## src/sv/ktz_pkg.sv

```systemverilog
`timescale 1ns / 1ps
package ktz_pkg;

  localparam int FRAC_BITS = 28;
  localparam int HISTORY_DEPTH = 16;
  localparam int TANH_TABLE_DEPTH = 256;
  localparam int CFG_IDX_W = 3;
  localparam int CFG_DATA_W = 31;

  // Configuration register indexes.
  localparam logic [CFG_IDX_W-1:0] REG_GAIN_K = 3'd0;
  localparam logic [CFG_IDX_W-1:0] REG_INV_T = 3'd1;
  localparam logic [CFG_IDX_W-1:0] REG_DELTA = 3'd2;
  localparam logic [CFG_IDX_W-1:0] REG_LAMBDA = 3'd3;
  localparam logic [CFG_IDX_W-1:0] REG_XR = 3'd4;
  localparam logic [CFG_IDX_W-1:0] REG_J = 3'd5;
  localparam logic [CFG_IDX_W-1:0] REG_DPRE = 3'd6;
  localparam logic [CFG_IDX_W-1:0] REG_DPOST = 3'd7;

  localparam logic [30:0] GAIN_K_RST = 31'd161061273;
  localparam logic [30:0] INV_T_RST = 31'd766958445;
  localparam logic [28:0] DELTA_RST = 29'd1073742;
  localparam logic [28:0] LAMBDA_RST = 29'd805306;
  localparam logic signed [30:0] XR_RST = -31'sd169651208;
  localparam logic signed [29:0] J_RST = 30'sd0;
  localparam logic [3:0] DPRE_RST = 4'd4;
  localparam logic [3:0] DPOST_RST = 4'd6;

  typedef struct packed {
    logic signed [31:0] x;
    logic signed [31:0] y;
    logic signed [31:0] z;
    logic signed [31:0] s2;
    logic signed [31:0] s1;
    logic signed [31:0] lm;
  } nrn_t;

  typedef struct packed {
    logic signed [31:0] e0;
    logic [31:0] d;
    logic [15:0] frac;
    logic neg;
  } lut_t;

  // Restoring fraction num/den with one rounding bit, modulo 2^64 like the spec.
  function automatic logic [63:0] ratio_fixed(logic [63:0] num, logic [63:0] den, int bits);
    logic [63:0] q;
    logic [63:0] r;
    q = '0;
    r = num;
    for (int i = 0; i < bits; i++) begin
      r = r << 1;
      q = q << 1;
      if (r >= den) begin
        r = r - den;
        q = q | 64'd1;
      end
    end
    r = r << 1;
    if (r >= den) q = q + 64'd1;
    return q;
  endfunction

  function automatic logic [63:0] mul62(logic [63:0] a, logic [63:0] b);
    logic [127:0] pr;
    pr = {64'd0, a} * {64'd0, b};
    return pr[125:62];
  endfunction

  // exp(-step) as a 62-bit fraction, from the series up to the 30th power.
  function automatic logic [63:0] exp_neg(logic [63:0] step);
    logic [63:0] term;
    logic [63:0] es;
    term = 64'd1 << 62;
    es = 64'd1 << 62;
    for (int n = 1; n <= 30; n++) begin
      term = mul62(term, step) / 64'(n);
      if ((n % 2) == 1) es = es - term;
      else es = es + term;
    end
    return es;
  endfunction

  localparam logic [63:0] X0_MAG =
    ratio_fixed(64'd6971564118917724, 64'd10000000000000000, FRAC_BITS);
  localparam logic [63:0] Z0_MAG =
    ratio_fixed(64'd22748704865822533, 64'd1000000000000000000, FRAC_BITS);
  localparam logic signed [31:0] X0 = -signed'(X0_MAG[31:0]);
  localparam logic signed [31:0] Z0 = -signed'(Z0_MAG[31:0]);

  localparam nrn_t NRN_RST = '{x: X0, y: X0, z: Z0, s2: '0, s1: '0, lm: '0};

  // Product rounded to nearest, ties up.
  function automatic logic signed [39:0] mulr(logic signed [67:0] p);
    logic signed [67:0] t;
    t = p + (68'sd1 <<< (FRAC_BITS - 1));
    return 40'(t >>> FRAC_BITS);
  endfunction

  function automatic logic signed [31:0] sat32(logic signed [39:0] v);
    if (v > 40'sh007FFFFFFF) return 32'sh7FFFFFFF;
    if (v < -40'sh0080000000) return 32'sh80000000;
    return v[31:0];
  endfunction

endpackage

```

## src/sv/ktz_hist_mem.sv

```systemverilog
`timescale 1ns / 1ps
module ktz_hist_mem #(
  parameter int DEPTH = ktz_pkg::HISTORY_DEPTH
) (
  input  logic                     clk,
  input  logic                     wr_en,
  input  logic [$clog2(DEPTH)-1:0] wr_addr,
  input  logic signed [31:0]       wr_data,
  input  logic [$clog2(DEPTH)-1:0] rd_addr,
  output logic signed [31:0]       rd_data
);

  logic signed [31:0] mem [DEPTH];

  always_ff @(posedge clk) begin
    if (wr_en) begin
      mem[wr_addr] <= wr_data;
    end
    rd_data <= mem[rd_addr];
  end

endmodule

```

## config.mk

```make
export PLATFORM = sky130hd
export DESIGN_NAME = ktz_hist_mem
export DESIGN_NICKNAME = d
export VERILOG_FILES = /design/src/sv/ktz_pkg.sv /design/src/sv/ktz_hist_mem.sv
export SDC_FILE = /design/constraint.sdc
export NUM_CORES = 1
export LEC_CHECK = 0
export BUFFER_PORTS_ARGS = -buffer_cell sky130_fd_sc_hd__buf_2
export CORE_MARGIN = 2
export CORE_UTILIZATION = 55
export CTS_CLUSTER_DIAMETER = 150
export DETAILED_ROUTE_END_ITERATION = 16
export MAX_ROUTING_LAYER = met4
export PLACE_DENSITY_LB_ADDON = 0.05
export SLEW_MARGIN = 15
export SYNTH_ARGS = -nofsm -noshare
export SYNTH_HDL_FRONTEND = slang
export SYNTH_SLANG_ARGS = --single-unit
```

## constraint.sdc

```tcl
create_clock -name clk -period 6.5 [get_ports clk]
set_input_delay 0.975 -clock clk [delete_from_list [all_inputs] [get_ports clk]]
set_output_delay 0.975 -clock clk [all_outputs]
set_load 0.03 [all_outputs]
```

-- Yosys cells after proc, flatten, opt, wreduce, memory -nomap -nowiden
Memories as Yosys holds them, arrays and structs flattened. A register that Yosys moved wholly into a read port is not among the register bits.
Index checks and enable logic that the tools add are counted.
- bits in registers: 0
- bits in writable memories: 512
- bits of input ports: 42
- output and inout bits: 32
- word-level logic and storage cells: 3
- memories kept: 1
- muxes and demuxes: 2
- memories (memory ; words ; width ; rd ports ; clocked after Yosys merged registers in ; wr ports ; RTL line ; text):
    mem ; 16 ; 32 ; 1 ; 1 ; 1 ; ktz_hist_mem.sv:13 ; logic signed [31:0] mem [DEPTH];
- operators by type and width (kind ; count):
    $mux W1 ; 2

-- Logic depth before layout (Yosys ltp)
Gate-level depths: netlist of the first run.
- depth after elaboration: 2
- depth in mapped cells: 5
- mapped depth without buffers: 3

-- Least setup slack after synthesis of the first run
No wires, ideal clock.
- path kind: input to register
- start point: input port wr_addr[2]
- end point: memory mem[0][0], enable pin
- library setup time: 0.461 ns
- data arrival time: 3.693 ns
- required time: 6.039 ns
- path slack: 2.345 ns
- stages on the path: 2
- path buffers: 0
- cell sequence: or3b_2 -> nor3_1
- RTL lines (item ; RTL line ; text):
    from (decl) ; ktz_hist_mem.sv:7 ; input logic [$clog2(DEPTH)-1:0] wr_addr,
    to (decl) ; ktz_hist_mem.sv:13 ;
No word-level cell before the write port.

==> impl_metrics.yaml, run 1 <==
run_status:
  outcome: "completed"
power:
  p_int_w: 0.00585
  p_sw_share_pct: 20.1
  switching_power_w: 0.00147
  leakagePower_nw: 7.31
  powerDensity_nw_per_um2: 323
  irDropWorstVdd_v: 0.000234
  pwr-share-comb_pct: 5.1
  power_frac_clock_pct: 41.0
  seqPwrFrac_pct: 53.9
detailed_routing:
  routed.top_layer: "met4"
  drc: 0
  wl_met1_um: 16100
  ant_nets: 0
  post_drt_wl_per_cell_um: 28.8
  dr.pass1.iters: 5
  via_count: 8861
  first_iter_violations: 760
  wl_um: 41900
  viasPerCell: 6.10
  dr_wl_met2_um: 22800
  met3_length_um: 1930
clock_tree:
  path_clk_slew_ns: 0.06
  clkLatencyLatePin_ns: 0.56
  cts_resized: 0
  post_cts_buffers: 0
  cts_tree: "done"
  root_buffer: "clkbuf_16"
  htreeDepth: 2
  numCtsBuffers: 52
  clock_sinks: 544
  clk_path_buf_depth: 3
  ctsHoldBuffers: 0
critical_path:
  slowest_stage: "clkbuf_8"
  endpoint_kind: "flip-flop"
  crit_family: "buffers and inverters"
  cp-start-kind: "input port"
  r2r_end: "rd_data[28]"
  worstReg2RegStart: "mem[10][28]"
  crit_chain: "clkbuf_8 > buf_4 > mux4_2 > a22oi_1 > nand2_1"
  path_buf_inv: 2
  worstPathMaxFanout: 78
  r2r_cells: 3
  worstPathRequired_ns: 6.95
  worstPathArrival_ns: 3.26
  critical-path-max-stage-delay_ns: 0.71
  crit_type: "input port to flip-flop"
  r2r_slack_ns: 5.17
  cp-startpoint: "rd_addr[0]"
logic_synthesis:
  netlist_instances: 838
  ys_warn_count: 0
  synthesis.nets: 880
  async_reset_ff_share_pct: 0
  synth_flop_cell: "edfxtp_1"
  yosysSeqAreaShare_pct: 80.7
  synth_area_leaders: "edfxtp_1, mux4_2, dfxtp_1, a22oi_1, nand2_1"
  ys_ff_latch: 544
  synth_top_area_share_pct: 77.4
  synth.most_common_cell: "edfxtp_1"
  yosys.area.top_type: "edfxtp_1"
  postSynthAreaPerCell_um2: 23.7
  synth_cell_types: 18
  synth_edf_count: 512
  synthTopCellsByCount: "edfxtp_1, mux4_2, a22oi_1"
  synth_area_um2: 19900
worst_hold_path:
  hold_path.class: "flip-flop to flip-flop"
  min_from: "mem[12][26]"
  whs_endpoint: "rd_data[26]"
  hold_depth: 3
timing:
  fmaxAchievable_mhz: 356
  finalHoldViolCount: 0
  relSlewSlack_pct: 33.5
  period_minus_slack_ns: 2.81
  clock_skew_ns: 0.0131
  worstMarginPinSlew_ns: 0.998
  setup_viol: 0
  drv_slew: 0
  fin_crit_sh_pct: 43.3
  holdWs_ns: 0.666
  rsz0062_at_grt: "no"
  final.setup.tns_ns: 0
floorplan:
  die_h_um: 194
  coreArea_um2: 35600
  die_x_um: 194
  die_area_um2: 37600
  rows: 69
  start_util_pct: 55.8
  io_pins: 74
run:
  cap_violations: 0
global_route:
  antenna_found_initial: 2
  grt_pass1_wl_um: 60900
  grt_max_degree: 79
  track_usage_pct: 23.4
  grt_remaining_overflow: 0
  grt_pass1_vias: 9271
placed_design:
  hpwl_um: 20400
  gp_congestion: 0.700
  port_buffers: 73
finish:
  nets: 990
  finalCoreUtilization_pct: 63.6
  syn2layout_area_growth_pct: 14.0
  drive_gt1_share_pct: 32.7
[state kept, by name, summed over array words and instances, names as in the netlist]
name / flops
mem: 512
rd_data: 32
[cell type report]
class / count / area (µm²)
tap: 461 / 577
timing repair buffer: 99 / 572
sequential: 544 / 16000
fill: 2366 / 12900
clock inverter: 18 / 215
clock buffer: 78 / 1500
antenna: 1 / 2.50
multi-input combinational: 251 / 3750
[power by group through the flow]
stage	clock network, W	registers (W)	logic [W]
floorplan	0	0.00406	0.000188
global placement	0	0.00401	0.000369
detailed placement	0	0.00402	0.000380
CTS	0.00305	0.00395	0.000381
global route	0.00319	0.00395	0.000400
finish	0.00300	0.00395	0.000375
[how the worst max path moves through the flow]
stage	cells past startpoint	slack, ns	to
floorplan	2	2.35	mem[0][0]
global placement	5	3.08	rd_data[6]
detailed placement	5	3.03	rd_data[6]
CTS	5	3.63	rd_data[3]
global route	5	3.43	rd_data[10]
finish	5	3.69	rd_data[3]
[metal layers]
metal | GRT usage, % | up-vias
met4 | 6.57 | 0
li1 | - | 3793
met5 | - | -
met2 | 41.0 | 252
met1 | 28.8 | 4741
met3 | 2.97 | 75
[per-stage QoR]
stage / cell area (µm²) / total power [W] / instances / setup WS, ns
6_report: 22600 / 0.00732 / 1452 / 3.69
5_1_grt: 22600 / 0.00754 / 1452 / 3.43
3_3_place_gp: 20900 / 0.00438 / 1355 / 3.08
3_5_place_dp: 20900 / 0.00440 / 1355 / 3.03
2_1_floorplan: 19900 / 0.00425 / 838 / 2.35
4_1_cts: 22600 / 0.00738 / 1451 / 3.63
[tightest hold or removal path, cell delays in order (launching register included)]
cell and delay [ns]:
edfxtp_1 0.31, mux4_2 0.22, a22oi_1 0.06, nand2_1 0.05
[placed cells by master, fill, tap and decap left out]
master	n
a22oi_1	64
and2_2	1
buf_2	71
buf_4	27
bufinv_16	5
clkbuf_1	17
clkbuf_16	53
clkbuf_8	9
clkinv_1	3
clkinv_2	9
dfxtp_1	32
diode_2	1
edfxtp_1	512
inv_6	1
mux4_2	128
nand2_1	33
nand2b_1	2
nand3_1	1
nand3b_1	2
nor2_4	13
nor2b_4	2
nor3_2	4
or3b_2	1
[cells by family (layout without fill, tap and decap cells)]
kind of cell	after synthesis	count (layout)	synth area share (%)
muxes	128	128	14.5
buffers and inverters	43	195	1.12
DFF	544	544	80.7
and+or+nand+nor	59	59	1.27
AOI/OAI and AO/OA	64	64	2.42
other	0	1	0
No activity file was read; power rests on OpenSTA's default activity.
==> inputs of run 2 (changes only) <==
clock period = 2.8 ns   (was 6.5 ns; I/O delays follow)
==> run 2 against run 1 <==
Global-route usage down 0.38 points. Largest power group unchanged. First-iteration DRC count shrank 11%. Highest routed layer unchanged. Via count up 0.56%. Cell area increased by 1.5%. Critical path type is now flip-flop to output pin. Worst hold slack got worse by 0.47 ns. Count of clock-buffer cells in the layout is 6 lower.
==> impl_metrics.yaml, run 2 (synthesized netlist as in run 1, its figures left out) <==
floorplan:
  io_pins: 74
  start_util_pct: 55.8
  die_h_um: 194
  coreArea_um2: 35600
  die_area_um2: 37600
  die_x_um: 194
  rows: 69
critical_path:
  worstPathRequired_ns: 2.38
  crit_chain: "buf_2"
  worstPathMaxFanout: 1
  crit_type: "flip-flop to output pin"
  endpoint_kind: "output pin"
  slowest_stage: "dfxtp_1"
  critical-path-max-stage-delay_ns: 0.39
  cp-start-kind: "flip-flop"
  worstPathArrival_ns: 1.20
  path_buf_inv: 1
  crit_family: "flip-flops"
finish:
  drive_gt1_share_pct: 34.2
  top_register: "mem"
  seqCellArea_um2: 16000
  final_cell_mix: "edfxtp_1, mux4_2, buf_2"
  syn2layout_area_growth_pct: 15.8
  fillers: 2343
  final_area_um2: 23000
  multi_input_area_um2: 3770
  largest_register_ffs: 512
  top_regs: "mem (512), rd_data (32)"
  nets: 1005
  final_common_cell: "edfxtp_1"
timing:
  finalHoldViolCount: 0
  setup_ws_ns: 1.18
  fin_crit_sh_pct: 58.0
  period_minus_slack_ns: 1.62
  clock_skew_ns: 0.0142
  fmaxAchievable_mhz: 616
  setup_viol: 0
  relSlewSlack_pct: 60.8
  rsz0062_at_grt: "no"
  drv_slew: 0
  worstMarginPinSlew_ns: 0.588
  final.setup.tns_ns: 0
global_route:
  grt_max_degree: 84
  grtUsageMet1_pct: 29.0
  grt-busiest-layer: "met2"
  grt_pass1_wl_um: 61500
  met3_usage_pct: 4.16
  grt_pass1_vias: 9517
  grt_remaining_overflow: 0
  globalRouteMet2Util_pct: 38.7
  antenna_found_initial: 1
  track_usage_pct: 23.0
detailed_routing:
  viasPerCell: 6.06
  dr.pass1.iters: 5
  first_iter_violations: 679
  wl_um: 40800
  post_drt_wl_per_cell_um: 27.7
  ant_nets: 0
  via_count: 8911
  drc: 0
clock_tree:
  htreeDepth: 2
  root_buffer: "clkbuf_16"
  clkLatencyLatePin_ns: 0.59
  clk_path_buf_depth: 3
  clock_sinks: 544
  ctsHoldBuffers: 0
  numCtsBuffers: 54
  post_cts_buffers: 0
  cts_tree: "done"
  cts_resized: 0
  path_clk_slew_ns: 0.06
placed_design:
  post_dp_cell_area_um2: 21100
  place_ws_ns: 0.617
  port_buffers: 73
  hpwl_um: 21600
  gp_congestion: 0.730
run_status:
  outcome: "completed"
power:
  irDropWorstVdd_v: 0.000640
  leakagePower_nw: 7.48
  powerDensity_nw_per_um2: 759
run:
  cap_violations: 0
worst_hold_path:
  hold_path.class: "input port to flip-flop"
-- run 2: cell count changes in the layout (fill, tap and decap cells not counted), moves of 4 or more --
cell / previous run / this run
clkbuf_8: 9 / 4
clkbuf_1: 17 / 12
buf_12: 0 / 8
clkbuf_16: 53 / 57
nor3_2: 4 / 0
nor3_4: 0 / 4
buf_4: 27 / 32
clkinv_2: 9 / 14
-- run 2: cell type report --
class                           count  share of cell area, %
Clock inverter                     30                   1.44
Sequential cell                   544                   69.7
Clock buffer                       72                   6.58
Multi-Input combinational cell    251                   16.4
Timing Repair Buffer              112                   3.35
Tap cell                          461                   2.51
Antenna cell                        1                 0.0109
-- run 2: metal layers --
| layer | wire, µm | vias up | part of all wire (%) |
|---|---|---|---|
| met5 | 0 | - | 0 |
| met4 | 1030 | 0 | 2.5 |
| met3 | 1990 | 66 | 4.9 |
| met2 | 21600 | 243 | 53 |
| met1 | 16100 | 4768 | 40 |
| li1 | - | 3834 | - |
-- run 2: final timing paths --
check                            startpoint  depth (start not counted)  slack (ns)           to
worst min-delay path            wr_data[12]                          1        0.20   mem[8][12]
worst max-delay path            rd_data[16]                          1        1.18  rd_data[16]
worst min register to register  mem[12][31]                          3        0.66  rd_data[31]
worst max register to register  mem[11][10]                          3        1.40  rd_data[10]
-- run 2: through the flow --
stage | hold WS (ns) | total power [W] | utilization [%] | std cells
3_3_place_gp | 0.651 | 0.0102 | 59.4 | 1368
5_1_grt | 0.191 | 0.0180 | 64.6 | 1471
2_1_floorplan | 0.519 | 0.00986 | - | 838
3_5_place_dp | 0.657 | 0.0102 | 59.4 | 1368
4_1_cts | 0.170 | 0.0176 | 64.6 | 1470
6_report | 0.196 | 0.0174 | 64.6 | 1471
-- run 2: power breakdown --
group / total [W] / internal [W] / switching [W]
Clock: 0.00738 / 0.00444 / 0.00294
Sequential: 0.00916 / 0.00910 / 0.0000540
Combinational: 0.000896 / 0.000339 / 0.000557
Total: 0.0174 / 0.0139 / 0.00355
==> inputs of run 3 (changes only) <==
clock period = 1.7 ns   (was 2.8 ns; I/O delays follow)
==> run 3 against run 2 <==
Flip-flop and latch count is the same. Worst hold slack worse by 0.16 ns. Via count up 3.1%. Setup slack got worse by 0.91 ns. Critical endpoint is now rd_data[19]. Cell area grew 1.9%. Global-route usage grew 0.91 points.
==> impl_metrics.yaml, run 3 (synthesized netlist as in run 1, its figures left out) <==
critical_path:
  crit_type: "flip-flop to output pin"
  r2r_slack_ns: 0.35
  worstPathArrival_ns: 1.18
  crit_chain: "buf_2"
  slowest_stage: "dfxtp_1"
  worstPathRequired_ns: 1.44
  path_buf_inv: 1
  worstReg2RegStart: "mem[2][25]"
  critical-path-max-stage-delay_ns: 0.37
  worstPathMaxFanout: 1
  cp-start-kind: "flip-flop"
  r2r_end: "rd_data[25]"
  crit_family: "flip-flops"
  endpoint_kind: "output pin"
  r2r_cells: 3
worst_hold_path:
  min_from: "wr_data[11]"
  hold_path.class: "input port to flip-flop"
  hold_depth: 1
  whs_endpoint: "mem[4][11]"
detailed_routing:
  dr.pass1.iters: 5
  wl_met1_um: 17400
  post_drt_wl_per_cell_um: 28.2
  ant_nets: 0
  met3_length_um: 2730
  drc: 0
  via_count: 9187
  wl_um: 42200
  routed.top_layer: "met4"
  viasPerCell: 6.13
  dr_wl_met2_um: 21300
  first_iter_violations: 759
finish:
  syn2layout_area_growth_pct: 18.0
  top_register: "mem"
  top_regs: "mem (512), rd_data (32)"
  final_common_cell: "edfxtp_1"
  largest_register_ffs: 512
  final_cell_mix: "edfxtp_1, mux4_2, buf_2"
  drive_gt1_share_pct: 34.2
  final_area_um2: 23400
  nets: 1030
floorplan:
  io_pins: 74
  die_x_um: 194
  rows: 69
  start_util_pct: 55.8
  die_area_um2: 37600
  coreArea_um2: 35600
  die_h_um: 194
placed_design:
  hpwl_um: 23800
  port_buffers: 73
  gp_congestion: 0.751
  post_dp_cell_area_um2: 21800
timing:
  setup_viol: 0
  rsz0062_at_grt: "no"
  fmaxAchievable_mhz: 698
  worstMarginPinSlew_ns: 1.04
  relSlewSlack_pct: 30.3
  drv_slew: 0
  final.setup.tns_ns: 0
  fin_crit_sh_pct: 84.2
  finalHoldViolCount: 0
  clock_skew_ns: 0.0241
  period_minus_slack_ns: 1.43
run:
  cap_violations: 0
clock_tree:
  clock_sinks: 544
  post_cts_buffers: 0
  root_buffer: "clkbuf_16"
  cts_resized: 0
  numCtsBuffers: 53
  clkLatencyLatePin_ns: 0.59
  cts_tree: "done"
  htreeDepth: 2
  path_clk_slew_ns: 0.06
  ctsHoldBuffers: 0
  clk_path_buf_depth: 3
global_route:
  grt_remaining_overflow: 0
  track_usage_pct: 23.9
  grt_pass1_wl_um: 63300
  grt_pass1_vias: 9804
  antenna_found_initial: 4
  grt_max_degree: 38
power:
  p_total_w: 0.0277
  leakagePower_nw: 7.60
  powerDensity_nw_per_um2: 1180
  irDropWorstVdd_v: 0.000995
run_status:
  outcome: "completed"
==> run 3: worst max path at each step <==
stage,cells after the start,startpoint,slack [ns],to
finish,1,rd_data[19],0.27,rd_data[19]
global route,1,rd_data[19],0.21,rd_data[19]
CTS,1,rd_data[19],0.23,rd_data[19]
detailed placement,5,rd_addr[3],-0.07,rd_data[8]
global placement,5,rd_addr[3],-0.05,rd_data[12]
floorplan,2,wr_addr[2],-0.24,mem[1][0]
==> run 3: area by class of cell <==
cell class | instances | area, µm²
Clock buffer | 83 | 1480
Tap cell | 461 | 577
Multi-Input combinational cell | 251 | 3780
Antenna cell | 4 | 10.0
Sequential cell | 544 | 16000
Clock inverter | 17 | 160
Timing Repair Buffer | 138 | 1400
Fill cell | 2321 | 12100
==> run 3: per-layer routing <==
layer	global-route usage (%)	vias to the layer above
met4	6.37	0
met5	-	-
met1	32.6	4920
li1	-	3889
met3	4.09	65
met2	38.0	313
==> run 3: stage by stage <==
stage,util [%],setup slack [ns],cells,hold slack [ns]
floorplan,-,-0.245,838,0.354
detailed placement,61.2,-0.0738,1394,0.626
CTS,65.8,0.231,1494,0.00278
global route,65.9,0.212,1498,0.0346
global placement,61.2,-0.0525,1394,0.599
finish,65.9,0.268,1498,0.0349
==> run 3: power breakdown <==
part | internal (W) | switching (W) | leakage, nW | total [W]
Sequential | 0.0150 | 0.0000894 | 4.89 | 0.0151
Clock | 0.00643 | 0.00464 | 0.793 | 0.0111
Combinational | 0.000649 | 0.000943 | 1.92 | 0.00159
Total | 0.0221 | 0.00567 | 7.60 | 0.0277
