**src/sv/ktz_pkg.sv**
```systemverilog
`timescale 1ns / 1ps
package ktz_pkg;

  localparam int FRAC_BITS = 28;
  localparam int HISTORY_DEPTH = 16;
  localparam int TANH_TABLE_DEPTH = 256;
  localparam int CFG_IDX_W = 3;
  localparam int CFG_DATA_W = 31;

  // Configuration register indexes.
  localparam logic [CFG_IDX_W-1:0] REG_GAIN_K = 3'd0;
  localparam logic [CFG_IDX_W-1:0] REG_INV_T = 3'd1;
  localparam logic [CFG_IDX_W-1:0] REG_DELTA = 3'd2;
  localparam logic [CFG_IDX_W-1:0] REG_LAMBDA = 3'd3;
  localparam logic [CFG_IDX_W-1:0] REG_XR = 3'd4;
  localparam logic [CFG_IDX_W-1:0] REG_J = 3'd5;
  localparam logic [CFG_IDX_W-1:0] REG_DPRE = 3'd6;
  localparam logic [CFG_IDX_W-1:0] REG_DPOST = 3'd7;

  localparam logic [30:0] GAIN_K_RST = 31'd161061273;
  localparam logic [30:0] INV_T_RST = 31'd766958445;
  localparam logic [28:0] DELTA_RST = 29'd1073742;
  localparam logic [28:0] LAMBDA_RST = 29'd805306;
  localparam logic signed [30:0] XR_RST = -31'sd169651208;
  localparam logic signed [29:0] J_RST = 30'sd0;
  localparam logic [3:0] DPRE_RST = 4'd4;
  localparam logic [3:0] DPOST_RST = 4'd6;

  typedef struct packed {
    logic signed [31:0] x;
    logic signed [31:0] y;
    logic signed [31:0] z;
    logic signed [31:0] s2;
    logic signed [31:0] s1;
    logic signed [31:0] lm;
  } nrn_t;

  typedef struct packed {
    logic signed [31:0] e0;
    logic [31:0] d;
    logic [15:0] frac;
    logic neg;
  } lut_t;

  // Restoring fraction num/den with one rounding bit, modulo 2^64 like the spec.
  function automatic logic [63:0] ratio_fixed(logic [63:0] num, logic [63:0] den, int bits);
    logic [63:0] q;
    logic [63:0] r;
    q = '0;
    r = num;
    for (int i = 0; i < bits; i++) begin
      r = r << 1;
      q = q << 1;
      if (r >= den) begin
        r = r - den;
        q = q | 64'd1;
      end
    end
    r = r << 1;
    if (r >= den) q = q + 64'd1;
    return q;
  endfunction

  function automatic logic [63:0] mul62(logic [63:0] a, logic [63:0] b);
    logic [127:0] pr;
    pr = {64'd0, a} * {64'd0, b};
    return pr[125:62];
  endfunction

  // exp(-step) as a 62-bit fraction, from the series up to the 30th power.
  function automatic logic [63:0] exp_neg(logic [63:0] step);
    logic [63:0] term;
    logic [63:0] es;
    term = 64'd1 << 62;
    es = 64'd1 << 62;
    for (int n = 1; n <= 30; n++) begin
      term = mul62(term, step) / 64'(n);
      if ((n % 2) == 1) es = es - term;
      else es = es + term;
    end
    return es;
  endfunction

  localparam logic [63:0] X0_MAG =
    ratio_fixed(64'd6971564118917724, 64'd10000000000000000, FRAC_BITS);
  localparam logic [63:0] Z0_MAG =
    ratio_fixed(64'd22748704865822533, 64'd1000000000000000000, FRAC_BITS);
  localparam logic signed [31:0] X0 = -signed'(X0_MAG[31:0]);
  localparam logic signed [31:0] Z0 = -signed'(Z0_MAG[31:0]);

  localparam nrn_t NRN_RST = '{x: X0, y: X0, z: Z0, s2: '0, s1: '0, lm: '0};

  // Product rounded to nearest, ties up.
  function automatic logic signed [39:0] mulr(logic signed [67:0] p);
    logic signed [67:0] t;
    t = p + (68'sd1 <<< (FRAC_BITS - 1));
    return 40'(t >>> FRAC_BITS);
  endfunction

  function automatic logic signed [31:0] sat32(logic signed [39:0] v);
    if (v > 40'sh007FFFFFFF) return 32'sh7FFFFFFF;
    if (v < -40'sh0080000000) return 32'sh80000000;
    return v[31:0];
  endfunction

endpackage

```
**src/sv/ktz_nrn_mem.sv**
```systemverilog
`timescale 1ns / 1ps
module ktz_nrn_mem (
  input  logic           clk,
  input  logic           rst_n,
  input  logic           clr,
  input  logic           wr_en,
  input  logic           wr_addr,
  input  ktz_pkg::nrn_t  wr_data,
  input  logic           rd_addr,
  output ktz_pkg::nrn_t  rd_data
);

  ktz_pkg::nrn_t mem [2];
  ktz_pkg::nrn_t raw_r;
  logic [1:0] valid_r;
  logic rd_vld_r;

  always_ff @(posedge clk) begin
    if (wr_en) begin
      mem[wr_addr] <= wr_data;
    end
    raw_r <= mem[rd_addr];
  end

  // Entries that were never written since reset or restart read as the initial state.
  always_ff @(posedge clk) begin
    if (!rst_n) begin
      valid_r <= '0;
      rd_vld_r <= 1'b0;
    end else begin
      rd_vld_r <= clr ? 1'b0 : valid_r[rd_addr];
      if (clr) begin
        valid_r <= '0;
      end else if (wr_en) begin
        valid_r[wr_addr] <= 1'b1;
      end
    end
  end

  assign rd_data = rd_vld_r ? raw_r : ktz_pkg::NRN_RST;

endmodule

```
**config.mk**
```make
export PLATFORM = sky130hd
export DESIGN_NAME = ktz_nrn_mem
export DESIGN_NICKNAME = d
export VERILOG_FILES = /design/src/sv/ktz_pkg.sv /design/src/sv/ktz_nrn_mem.sv
export SDC_FILE = /design/constraint.sdc
export NUM_CORES = 1
export LEC_CHECK = 0
export ABC_AREA = 1
export BUFFER_PORTS_ARGS = -buffer_cell sky130_fd_sc_hd__buf_2
export CAP_MARGIN = 10
export CORE_ASPECT_RATIO = 0.9
export CORE_UTILIZATION = 55
export CTS_BUF_LIST = sky130_fd_sc_hd__clkbuf_4
export DETAILED_ROUTE_END_ITERATION = 8
export PLACE_DENSITY = 0.78
export SYNTH_ARGS = -nofsm -noshare
export SYNTH_HDL_FRONTEND = slang
export SYNTH_SLANG_ARGS = --single-unit
```
**constraint.sdc**
```tcl
create_clock -name clk -period 7.4 [get_ports clk]
set_clock_uncertainty 0.1 [all_clocks]
set_input_delay 1.48 -clock clk [delete_from_list [all_inputs] [get_ports clk]]
set_output_delay 1.48 -clock clk [all_outputs]
set_load 0.01 [all_outputs]
```
After elaboration in Yosys (flattened, before gate mapping) --
Memory sizes are Yosys's and may differ from the RTL's. A register that Yosys moved wholly into a read port is not among the register bits. Cells that the tools add are included.
Cells by class: magnitude comparators 3, multiplexer cells 7, bitwise operators 2, reduce and logical (&&, ||, !) cells 2
Operators with widths (count):
- 192-bit 2-to-1 mux | 1
- 1-bit 2-to-1 mux | 5
- 1-bit by 2-bit less-than comparator with 1-bit output (second input constant) | 2
- 2-bit bitwise OR | 1
- 2-bit OR reduction | 1
- 1-bit demux with 1-bit select | 1
- 1-bit greater-or-equal comparator (second input constant) | 1
- 1-bit logical AND | 1
- 1-bit inverter | 1
Word-level totals: bits in registers 3, RAM bits 384, input port bits 198, output and inout bits 192, logic and storage cells 17, memories kept 1
Memory list:
- mem | depth 2, width 192, rd ports 1, clocked after memory_dff 1, wr ports 1, line ktz_nrn_mem.sv:13 | ktz_pkg::nrn_t mem [2];

Longest topological paths before layout --
Gate-level depths: netlist of the first run.
word-level depth 5, mapped depth 6, depth with buffers taken out 3

Least setup slack after synthesis of the first run --
No wires, ideal clock.
path type input-to-reg, from input port wr_addr, to memory mem[0][0] (netlist bit), enable pin, setup time 0.544 ns, arrival time 5.277 ns, data required time 6.756 ns, slack 1.479 ns, stages on the path 3, path buffers 0, cells stage by stage inv_1 -> nand2_1 -> inv_1
RTL lines:
- start: declaration | line ktz_nrn_mem.sv:7 | input logic wr_addr,
- end: declaration | line ktz_nrn_mem.sv:13
No word-level cell before the write port.

==> summary.md, run 1 <==
| Metric | Value |
|---|---|
| Status | `completed` |
| Req. time, crit path | `5.82 ns` |
| Vias in the first global route | `12.4k` |
| Rows | `65` |
| Starting Density | `55.9%` |
| Crit path kind | `flip-flop to output port` |
| Peak Freq | `233 MHz` |
| Drt wl/cell | `15.0 microns` |
| Yosys cell types | `10` |
| Critical path peak fanout | `123` |
| Final TNS setup | `0 ns` |
| Share of the synthesized area in the top cell type | `58.9%` |
| Startpoint types | `flip-flop` |
| Final HPWL DP | `24300 microns` |
| Drt first-iter violations | `606` |
| Post-Syn Nets | `1816` |
| Die area | `0.0364 sq mm` |
| Top-count cell post-synth | `nand2_1` |
| Post-CTS Hold Buffers | `0` |
| Total GRT Usage | `22.2%` |
| Hold WC Path Type | `flip-flop to flip-flop` |
| Clock tree buffer depth | `3` |
| Post-synth EDFFs | `384` |
| Final WL | `40400 microns` |
| Gr ovfl total | `0` |
| Mean cell area of the mapped netlist | `12.1 sq um` |
| Final Hold Viols | `0` |
| Hold EP | `raw_r[183]$_DFF_P_` |
| Layout area overhead | `21.3%` |
| # nets final | `2294` |
| Routed vias | `12.6k` |
| H-tree depth | `4` |
| Pwr dens | `288 mW/mm^2` |
| Die Span X | `201 microns` |
| Min setup slack post-route | `3.11 ns` |
| Max rail drop VDD | `179 uV` |
| Reg2Reg Launch Point | `mem[0][154]$_DFFE_PP_` |
| Final max-slew violation count | `0` |
| Tot Pwr | `6.83 mW` |
| Clock latency on the worst-skew pair | `0.81 ns` |
| Worst slew pin tran | `1.16 ns` |
| Post-Syn Area | `0.0196 sq mm` |
| WP data arrival | `2.71 ns` |
| Most area-hungry cell type in the Yosys netlist | `edfxtp_1` |
| Core footprint | `0.0351 sq mm` |
| Static leakage | `11.6 nW` |
| Via density | `4.68` |
| CP Capture Type | `output port` |
| Final period util | `58.0%` |
| Yosys reg bits | `579` |
| Die height | `181 microns` |
| Top post-synthesis cells by area | `edfxtp_1, dfxtp_1, nand2_1` |
| Synth warn | `0` |
| Post-synth top cells | `nand2_1, edfxtp_1, inv_1, dfxtp_1, buf_2` |
| Max Cap Viol | `0` |
| Worst hold path depth | `2` |
| Slew HR | `22.6%` |
| Layout cells sized above 1 | `28.5%` |
| Clock sink total | `579` |
| Reg-to-reg endpoint | `raw_r[154]$_DFF_P_` |
| Final ANT Viol Nets | `0` |
| Min cycle time layout | `4.29 ns` |
| Largest net degree at the start of global routing | `132` |
| Setup Fix Bufs, Post-CTS | `0` |
| RD Place Congestion | `0.800` |
| Post-synthesis cell count | `1618` |
| Predominant post-synthesis flop cell | `edfxtp_1` |
| Port Buffers | `389` |
| DRT Pass-1 Iters | `5` |
| CTS tree | `yes` |
| DRC violations left | `0` |
| First-pass GRT wire length | `62200 microns` |
| IO Pins | `390` |
| Register area share after synthesis | `78.8%` |
| CTS Buf Count | `145` |
| Post-CTS Resized | `0` |
| Worst R2R Setup Slack | `6.63 ns` |
| Path depth of the worst reg2reg path | `2` |
| Setup Viol. Count Final | `0` |
| DP Worst Slack | `3.49 ns` |
| Async SR Flop Fraction | `0%` |
| Initial antenna violation count | `17` |
| Unrepaired setup endpoints after global routing | `false` |
| Root Driver | `clkbuf_4` |
| Clock slew at reported path FFs | `0.08 ns` |
| Hold wc startpoint | `mem[0][183]$_DFFE_PP_` |
[registers in the layout, indices dropped and copies added (netlist names)]
register,cells
raw_r,192
mem,384
valid_r,2
rd_vld_r,1
[cell type report]
| class | count | area [sq um] |
|---|---|---|
| Sequential cell | 579 | 15400 |
| Multi-Input combinational cell | 776 | 2920 |
| Clock inverter | 50 | 347 |
| Inverter | 199 | 767 |
| Clock buffer | 220 | 1650 |
| Tap cell | 469 | 587 |
| Antenna cell | 12 | 30.0 |
| Fill cell | 2525 | 11300 |
| Timing Repair Buffer | 395 | 2010 |
[logic make-up (layout without fill, tap and decap cells)]
kind of cell / Yosys count / after routing / share of synthesized area (%)
DFF: 579 / 579 / 78.8
buffers and inverters: 263 / 864 / 6.27
AOI/OAI and AO/OA: 3 / 3 / 0.0767
other: 0 / 12 / 0
and+or+nand+nor: 773 / 773 / 14.8
[worst max-delay path, cell delays in order (launching register included)]
cell,delay [ns]
dfxtp_4,0.82
buf_12,0.47
nand2_1,0.12
inv_1,0.12
buf_2,0.14
[routing by layer]
metal  vias up  part of all wire (%)  GRT usage [%]
met5         -                  0.19              0
met2       502                    50           37.0
met4        12                   2.8           10.5
met1      5904                    38           25.9
li1       6135                     -              -
met3        76                   8.3           7.52
[power by group]
part           leakage (nW)  switching, mW  internal [mW]
combinational          5.20          0.180         0.0936
clock                  1.17           1.25           1.54
sequential             5.25         0.0640           3.70
[how the worst max path moves through the flow]
stage / to / slack (ns) / cells past startpoint / startpoint
final: rd_data[1] / 3.11 / 4 / rd_vld_r$_SDFF_PP0_
after global routing: rd_data[177] / 2.89 / 4 / rd_vld_r$_SDFF_PP0_
after CTS: rd_data[104] / 3.07 / 4 / rd_vld_r$_SDFF_PP0_
after detailed placement: mem[0][132]$_DFFE_PP_ / 3.49 / 5 / wr_addr
after global placement: mem[0][119]$_DFFE_PP_ / 3.50 / 5 / wr_addr
after floorplan: mem[0][0]$_DFFE_PP_ / 1.48 / 3 / wr_addr
[per-stage QoR]
step | std cells | instance area, sq um | hold slack, ns | util (%)
final | 2700 | 23700 | 0.293 | 67.7
after global routing | 2699 | 23700 | 0.298 | 67.7
after CTS | 2688 | 23700 | 0.292 | 67.7
after floorplan | 1618 | 19600 | 0.312 | -
after detailed placement | 2418 | 21700 | 0.318 | 62.0
after global placement | 2418 | 21700 | 0.313 | 62.0
[placed cells by master (no fill, tap or decap), types with 5 or more instances in the layout]
cell type / instances
diode_2: 12
buf_4: 5
clkinv_1: 36
dfxtp_1: 194
bufinv_16: 5
nand2_1: 773
clkbuf_4: 220
buf_2: 388
edfxtp_1: 384
inv_1: 196
Power figures use the tool's default switching activity.
==> inputs of run 2 (changes only) <==
CORE_UTILIZATION = 51   (was 55)
PLACE_DENSITY = 0.76   (was 0.78)
clock period = 3.65 ns   (was 7.4 ns; I/O delays follow)
==> run 2 against run 1 <==
Combinational power grew to 2.8 times the previous value. Die area is 7.8% higher. Worst hold slack lost 0.19 ns. Clock power is 98% higher. Largest cell class unchanged. Sequential share of layout area fell by 5.0 points. Critical path depth did not move. Critical path type unchanged. Flip-flop and latch count unchanged. Wire length up 17%.
==> summary.md, run 2 (synthesis gave the netlist of run 1 again) <==
| Metric | Value |
|---|---|
| Status | `completed` |
| Top delay family on crit path | `buffers and inverters` |
| Post-CTS Hold Buffers | `192 (+192)` |
| Fillcell total | `2489 (-1.4%)` |
| Core footprint | `0.0376 sq mm (+7.1%)` |
| Worst R2R Setup Slack | `2.80 ns (-3.83 ns)` |
| Crit path kind | `flip-flop to output port` |
| Buf/Inv on CP | `3 (unchanged)` |
| Top reg by flops | `mem` |
| Final ANT Viol Nets | `0 (unchanged)` |
| RD Place Congestion | `0.789 (-1.4%)` |
| Final WL | `47300 microns (+17%)` |
| Setup Fix Bufs, Post-CTS | `0 (unchanged)` |
| Worst path depth | `4 (unchanged)` |
| Placed cell area | `0.0219 sq mm (+0.82%)` |
| Total GRT Usage | `24.0% (+1.8 points)` |
| Top flop regs | `mem (384), raw_r (192), valid_r (2)` |
| Rows | `67 (+3.1%)` |
| Pwr dens | `542 mW/mm^2 (+88%)` |
| Die area | `0.0392 sq mm (+7.8%)` |
| Critical path peak fanout | `102 (-17%)` |
| Max reg flops | `384 (unchanged)` |
| Clock sink total | `579 (unchanged)` |
| Setup Viol. Count Final | `0 (unchanged)` |
| Layout area overhead | `31.5%` |
| Worst-path cell chain | `buf_12, nand2_1, inv_1, buf_2` |
| Worst slew pin tran | `0.941 ns (-0.219 ns)` |
| Reg-to-reg endpoint | `raw_r[19]$_DFF_P_` |
| Startpoint types | `flip-flop` |
| Placed cell count | `2438 (+0.83%)` |
| Unrepaired setup endpoints after global routing | `false` |
| Max Cap Viol | `0 (unchanged)` |
| Slowest cell on crit path | `dfxtp_4` |
| Routed vias | `13.9k (+10%)` |
| Final period util | `84.2%` |
| H-tree depth | `4 (unchanged)` |
| Final instance area | `0.0257 sq mm (+8.4%)` |
| Clock tree buffer depth | `3 (unchanged)` |
| Final HPWL DP | `24500 microns (+0.77%)` |
| DRT Pass-1 Iters | `5 (unchanged)` |
| IO Pins | `390 (unchanged)` |
| Clock latency on the worst-skew pair | `0.84 ns (+0.03 ns)` |
| Die Span X | `209 microns (+3.8%)` |
| Post-CTS Resized | `0 (unchanged)` |
| Final Hold Viols | `0 (unchanged)` |
| CTS tree | `yes` |
| Vias in the first global route | `14.4k (+16%)` |
| Commonest non-fill, non-tap cell in the layout | `nand2_1` |
| WP data arrival | `2.24 ns (-0.47 ns)` |
| DRC violations left | `0 (unchanged)` |
| Worst Setup EP | `rd_data[54]` |
| Min cycle time layout | `3.07 ns` |
| Starting Density | `52.1% (-3.7 points)` |
| Clock slew at reported path FFs | `0.07 ns (about the same)` |
| Layout cells sized above 1 | `26.9% (-1.7 points)` |
| Reg2Reg Launch Point | `mem[1][19]$_DFFE_PP_` |
| Final max-slew violation count | `0 (unchanged)` |
| Hold WC Path Type | `input pin to flip-flop` |
| CP max stage delay | `0.53 ns (-0.29 ns)` |
| Static leakage | `12.4 nW (+7.0%)` |
| Largest net degree at the start of global routing | `194 (+47%)` |
| First-pass GRT wire length | `72900 microns (+17%)` |
| Gr ovfl total | `0 (unchanged)` |
| Via density | `4.81 (+2.9%)` |
| Drt wl/cell | `16.3 microns (+9.1%)` |
| CTS Buf Count | `142 (-2.1%)` |
| Peak Freq | `325 MHz` |
| Root Driver | `clkbuf_4` |
| Max rail drop VDD | `389 uV (+120%)` |
| Die height | `188 microns (+3.8%)` |
| Drt first-iter violations | `923 (+52%)` |
| # nets final | `2489 (+8.5%)` |
| Port Buffers | `389 (unchanged)` |
| Commonest non-fill, non-tap cells in the layout | `nand2_1, buf_2, edfxtp_1` |
| CP startpoint | `rd_vld_r$_SDFF_PP0_` |
| Initial antenna violation count | `3 (-14)` |
| Req. time, crit path | `2.82 ns (-3.00 ns)` |
| Path depth of the worst reg2reg path | `2 (unchanged)` |
| Non-Filler Instances | `2894 (+7.2%)` |
| Slew HR | `37.3% (+15 points)` |
| CP Capture Type | `output port` |
==> run 2: cell types whose count changed in the layout (fill, tap and decap cells not counted), sizes merged <==
cell / delta
clkbuf: +3
clkinvlp: +5
buf: +6
dlygate4sd3: +192
clkinv: -10
bufinv: -3
diode: -9
inv: -4
==> run 2: power by group <==
part / internal, mW / total [mW] / switching (mW)
clock network: 2.94 / 5.52 / 2.58
logic: 0.339 / 0.776 / 0.437
registers: 7.50 / 7.65 / 0.143
==> run 2: through the flow <==
stage                     hold slack (ns)  utilization [%]  power [mW]  setup WS (ns)  TNS [ns]
after CTS                         0.00288             68.5        14.0          0.546         0
after floorplan                     0.312                -        8.10         -0.498   -185.56
after global placement              0.313             58.3        8.31          0.928         0
final                               0.108             68.5        13.9          0.575         0
after detailed placement            0.318             58.3        8.36          0.909         0
after global routing               0.0394             68.5        14.5          0.448         0
==> run 2: how the worst min path moves through the flow <==
stage               depth (start not counted)  slack, ns                  from                   to
CTS                                         3      0.003                 rst_n  rd_vld_r$_SDFF_PP0_
global placement                            2       0.31  mem[0][79]$_DFFE_PP_    raw_r[79]$_DFF_P_
finish                                      3       0.11                 rst_n  rd_vld_r$_SDFF_PP0_
global route                                3       0.04                 rst_n  rd_vld_r$_SDFF_PP0_
detailed placement                          2       0.32  mem[0][51]$_DFFE_PP_    raw_r[51]$_DFF_P_
floorplan                                   2       0.31   mem[0][0]$_DFFE_PP_     raw_r[0]$_DFF_P_
==> run 2: final cells by class <==
| class | instances | area [sq um] | area share [%] |
|---|---|---|---|
| inverters | 199 | 772 | 3.00 |
| clock buffers | 223 | 1670 | 6.50 |
| clock inverters | 38 | 236 | 0.919 |
| well taps | 483 | 604 | 2.35 |
| multi-input cells | 776 | 2940 | 11.4 |
| diodes | 3 | 7.51 | 0.0292 |
| flip-flops and latches | 579 | 15400 | 60.0 |
| repair buffers | 593 | 4070 | 15.8 |
==> run 2: tightest hold or removal path, delay by kind of cell <==
kind	cells	cell delay, ns
AOI/OAI and AO/OA	1	0.05
and+or+nand+nor	1	0.10
buffers and inverters	1	0.10
==> run 2: metal layers <==
layer / GRT usage, % / vias to the layer above / share of wire [%]
li1: - / 6497 / -
met4: 11.7 / 0 / 3.3
met1: 27.6 / 6708 / 38
met3: 6.25 / 122 / 6.8
met2: 41.7 / 604 / 52
met5: 0 / - / 0
==> inputs of run 3 (changes only) <==
CORE_UTILIZATION = 55   (was 51)
PLACE_DENSITY = 0.78   (was 0.76)
clock period = 3.22 ns   (was 3.65 ns; I/O delays follow)
==> run 3 against run 2 <==
Global-route usage is 3.1 points higher. Clock power is 14% higher. Cell area is 0.48% higher. Worst hold slack better by 0.056 ns. Core utilization is 5.2 points higher. Largest cell class unchanged.
==> summary.md, run 3 (synthesis gave the netlist of run 1 again) <==
| Metric | Value |
|---|---|
| Status | `completed` |
| Final ANT Viol Nets | `0 (unchanged)` |
| Req. time, crit path | `2.48 ns (-0.34 ns)` |
| CTS Buf Count | `141 (-0.70%)` |
| Clock tree buffer depth | `3 (unchanged)` |
| Sequential cell area | `0.0154 sq mm (unchanged)` |
| Slew HR | `23.1% (-14 points)` |
| Commonest non-fill, non-tap cells in the layout | `nand2_1, buf_2, edfxtp_1` |
| DRC violations left | `0 (unchanged)` |
| Die Span X | `201 microns (-3.7%)` |
| H-tree depth | `4 (unchanged)` |
| Starting Density | `55.9% (+3.7 points)` |
| CP Capture Type | `output port` |
| Die height | `181 microns (-3.7%)` |
| Max reg flops | `384 (unchanged)` |
| CTS tree | `yes` |
| DRT Pass-1 Iters | `7 (+2)` |
| Placed cell count | `2431 (-0.29%)` |
| Non-Filler Instances | `2893 (-0.035%)` |
| Gr ovfl total | `0 (unchanged)` |
| Metal-1 WL | `17700 microns (about the same)` |
| First-pass GRT wire length | `75300 microns (+3.3%)` |
| Met3 WL post-DR | `3150 microns (-2.4%)` |
| Final TNS setup | `0 ns (unchanged)` |
| Critical path peak fanout | `53 (-48%)` |
| Post-CTS Hold Buffers | `197 (+2.6%)` |
| Port Buffers | `389 (unchanged)` |
| Worst slew pin tran | `1.15 ns (+0.212 ns)` |
| Rows | `65 (-3.0%)` |
| Final WL | `48700 microns (+3.1%)` |
| WP data arrival | `2.29 ns (+0.05 ns)` |
| Max Used Layer | `met4` |
| Commonest non-fill, non-tap cell in the layout | `nand2_1` |
| Initial antenna violation count | `7 (+4)` |
| Startpoint types | `flip-flop` |
| Setup Fix Bufs, Post-CTS | `0 (unchanged)` |
| Top reg by flops | `mem` |
| RD Place Congestion | `0.809 (+2.5%)` |
| Post-layout util | `73.8% (+5.2 points)` |
| # nets final | `2500 (+0.44%)` |
| Final Hold Viols | `0 (unchanged)` |
| Clock sink total | `579 (unchanged)` |
| Final period util | `94.3%` |
| Static leakage | `12.5 nW (+0.66%)` |
| Via density | `4.86 (+0.89%)` |
| Multi-input gate area | `0.00294 sq mm (unchanged)` |
| Core footprint | `0.0351 sq mm (-6.7%)` |
| Min cycle time layout | `3.04 ns` |
| Drt first-iter violations | `909 (-1.5%)` |
| Pwr dens | `615 mW/mm^2 (+13%)` |
| Crit path kind | `flip-flop to output port` |
| Vias in the first global route | `14.8k (+3.1%)` |
| Clock slew at reported path FFs | `0.07 ns (about the same)` |
| Die area | `0.0364 sq mm (-7.2%)` |
| Routed vias | `14.1k (+0.85%)` |
| Final max-slew violation count | `0 (unchanged)` |
| Wire length on met2 | `25400 microns (+2.6%)` |
| Total GRT Usage | `27.1% (+3.1 points)` |
| IO Pins | `390 (unchanged)` |
| Post-CTS Resized | `0 (unchanged)` |
| Max rail drop VDD | `489 uV (+26%)` |
| Fillcell total | `2047 (-18%)` |
| Layout cells sized above 1 | `27.1% (+0.20 points)` |
| Max Cap Viol | `0 (unchanged)` |
| Peak Freq | `329 MHz` |
| Top flop regs | `mem (384), raw_r (192), valid_r (2)` |
| Unrepaired setup endpoints after global routing | `false` |
| Setup Viol. Count Final | `0 (unchanged)` |
| Final HPWL DP | `25100 microns (+2.3%)` |
| Hold WC Path Type | `input pin to flip-flop` |
| Layout area overhead | `32.1%` |
| Fin Hold WS | `0.163 ns (+0.0555 ns)` |
| Clock latency on the worst-skew pair | `0.85 ns (about the same)` |
| Largest net degree at the start of global routing | `100 (-48%)` |
| Root Driver | `clkbuf_4` |
| Drt wl/cell | `16.8 microns (+3.2%)` |
==> run 3: worst paths after layout <==
kind | startpoint | to | slack [ns] | depth (start not counted)
worst max-delay path | rd_vld_r$_SDFF_PP0_ | rd_data[8] | 0.18 | 4
worst min-delay path | wr_addr | valid_r[0]$_SDFFE_PP0P_ | 0.16 | 4
worst max register to register | valid_r[1]$_SDFFE_PP0P_ | valid_r[1]$_SDFFE_PP0P_ | 1.97 | 3
worst min register to register | mem[1][191]$_DFFE_PP_ | raw_r[191]$_DFF_P_ | 0.29 | 2
==> run 3: per-layer routing <==
layer  track usage (%)  vias to the layer above
met4              16.7                        0
met1              29.9                     6651
li1                  -                     6526
met3              7.11                      189
met2              46.8                      684
met5                 0                        -
==> run 3: report_power, final <==
group | leakage, nW | internal [mW] | switching, mW
Clock | 1.14 | 3.43 | 2.90
Sequential | 5.25 | 8.51 | 0.171
Combinational | 6.12 | 0.391 | 0.504
Total | 12.5 | 12.3 | 3.57
==> run 3: through the flow <==
stage / setup slack (ns) / instance area [sq um] / power, mW
3_5_place_dp: 0.740 / 22000 / 9.48
3_3_place_gp: 0.763 / 22000 / 9.43
6_report: 0.184 / 25900 / 15.9
2_1_floorplan: -0.842 / 19600 / 9.18
5_1_grt: 0.0582 / 25900 / 16.5
4_1_cts: 0.162 / 25800 / 15.9
==> run 3: layout make-up <==
cell class | count | area share, %
Antenna cell | 8 | 0.0774
Clock buffer | 226 | 6.56
Clock inverter | 31 | 0.827
Inverter | 199 | 2.99
Multi-Input combinational cell | 776 | 11.4
Sequential cell | 579 | 59.7
Tap cell | 469 | 2.27
Timing Repair Buffer | 605 | 16.2
==> run 3: critical path: stages (launching register included) <==
cell and delay, ns:
dfxtp_4 0.82, buf_4 0.32, nand2_1 0.10, inv_1 0.08
buf_2 0.12
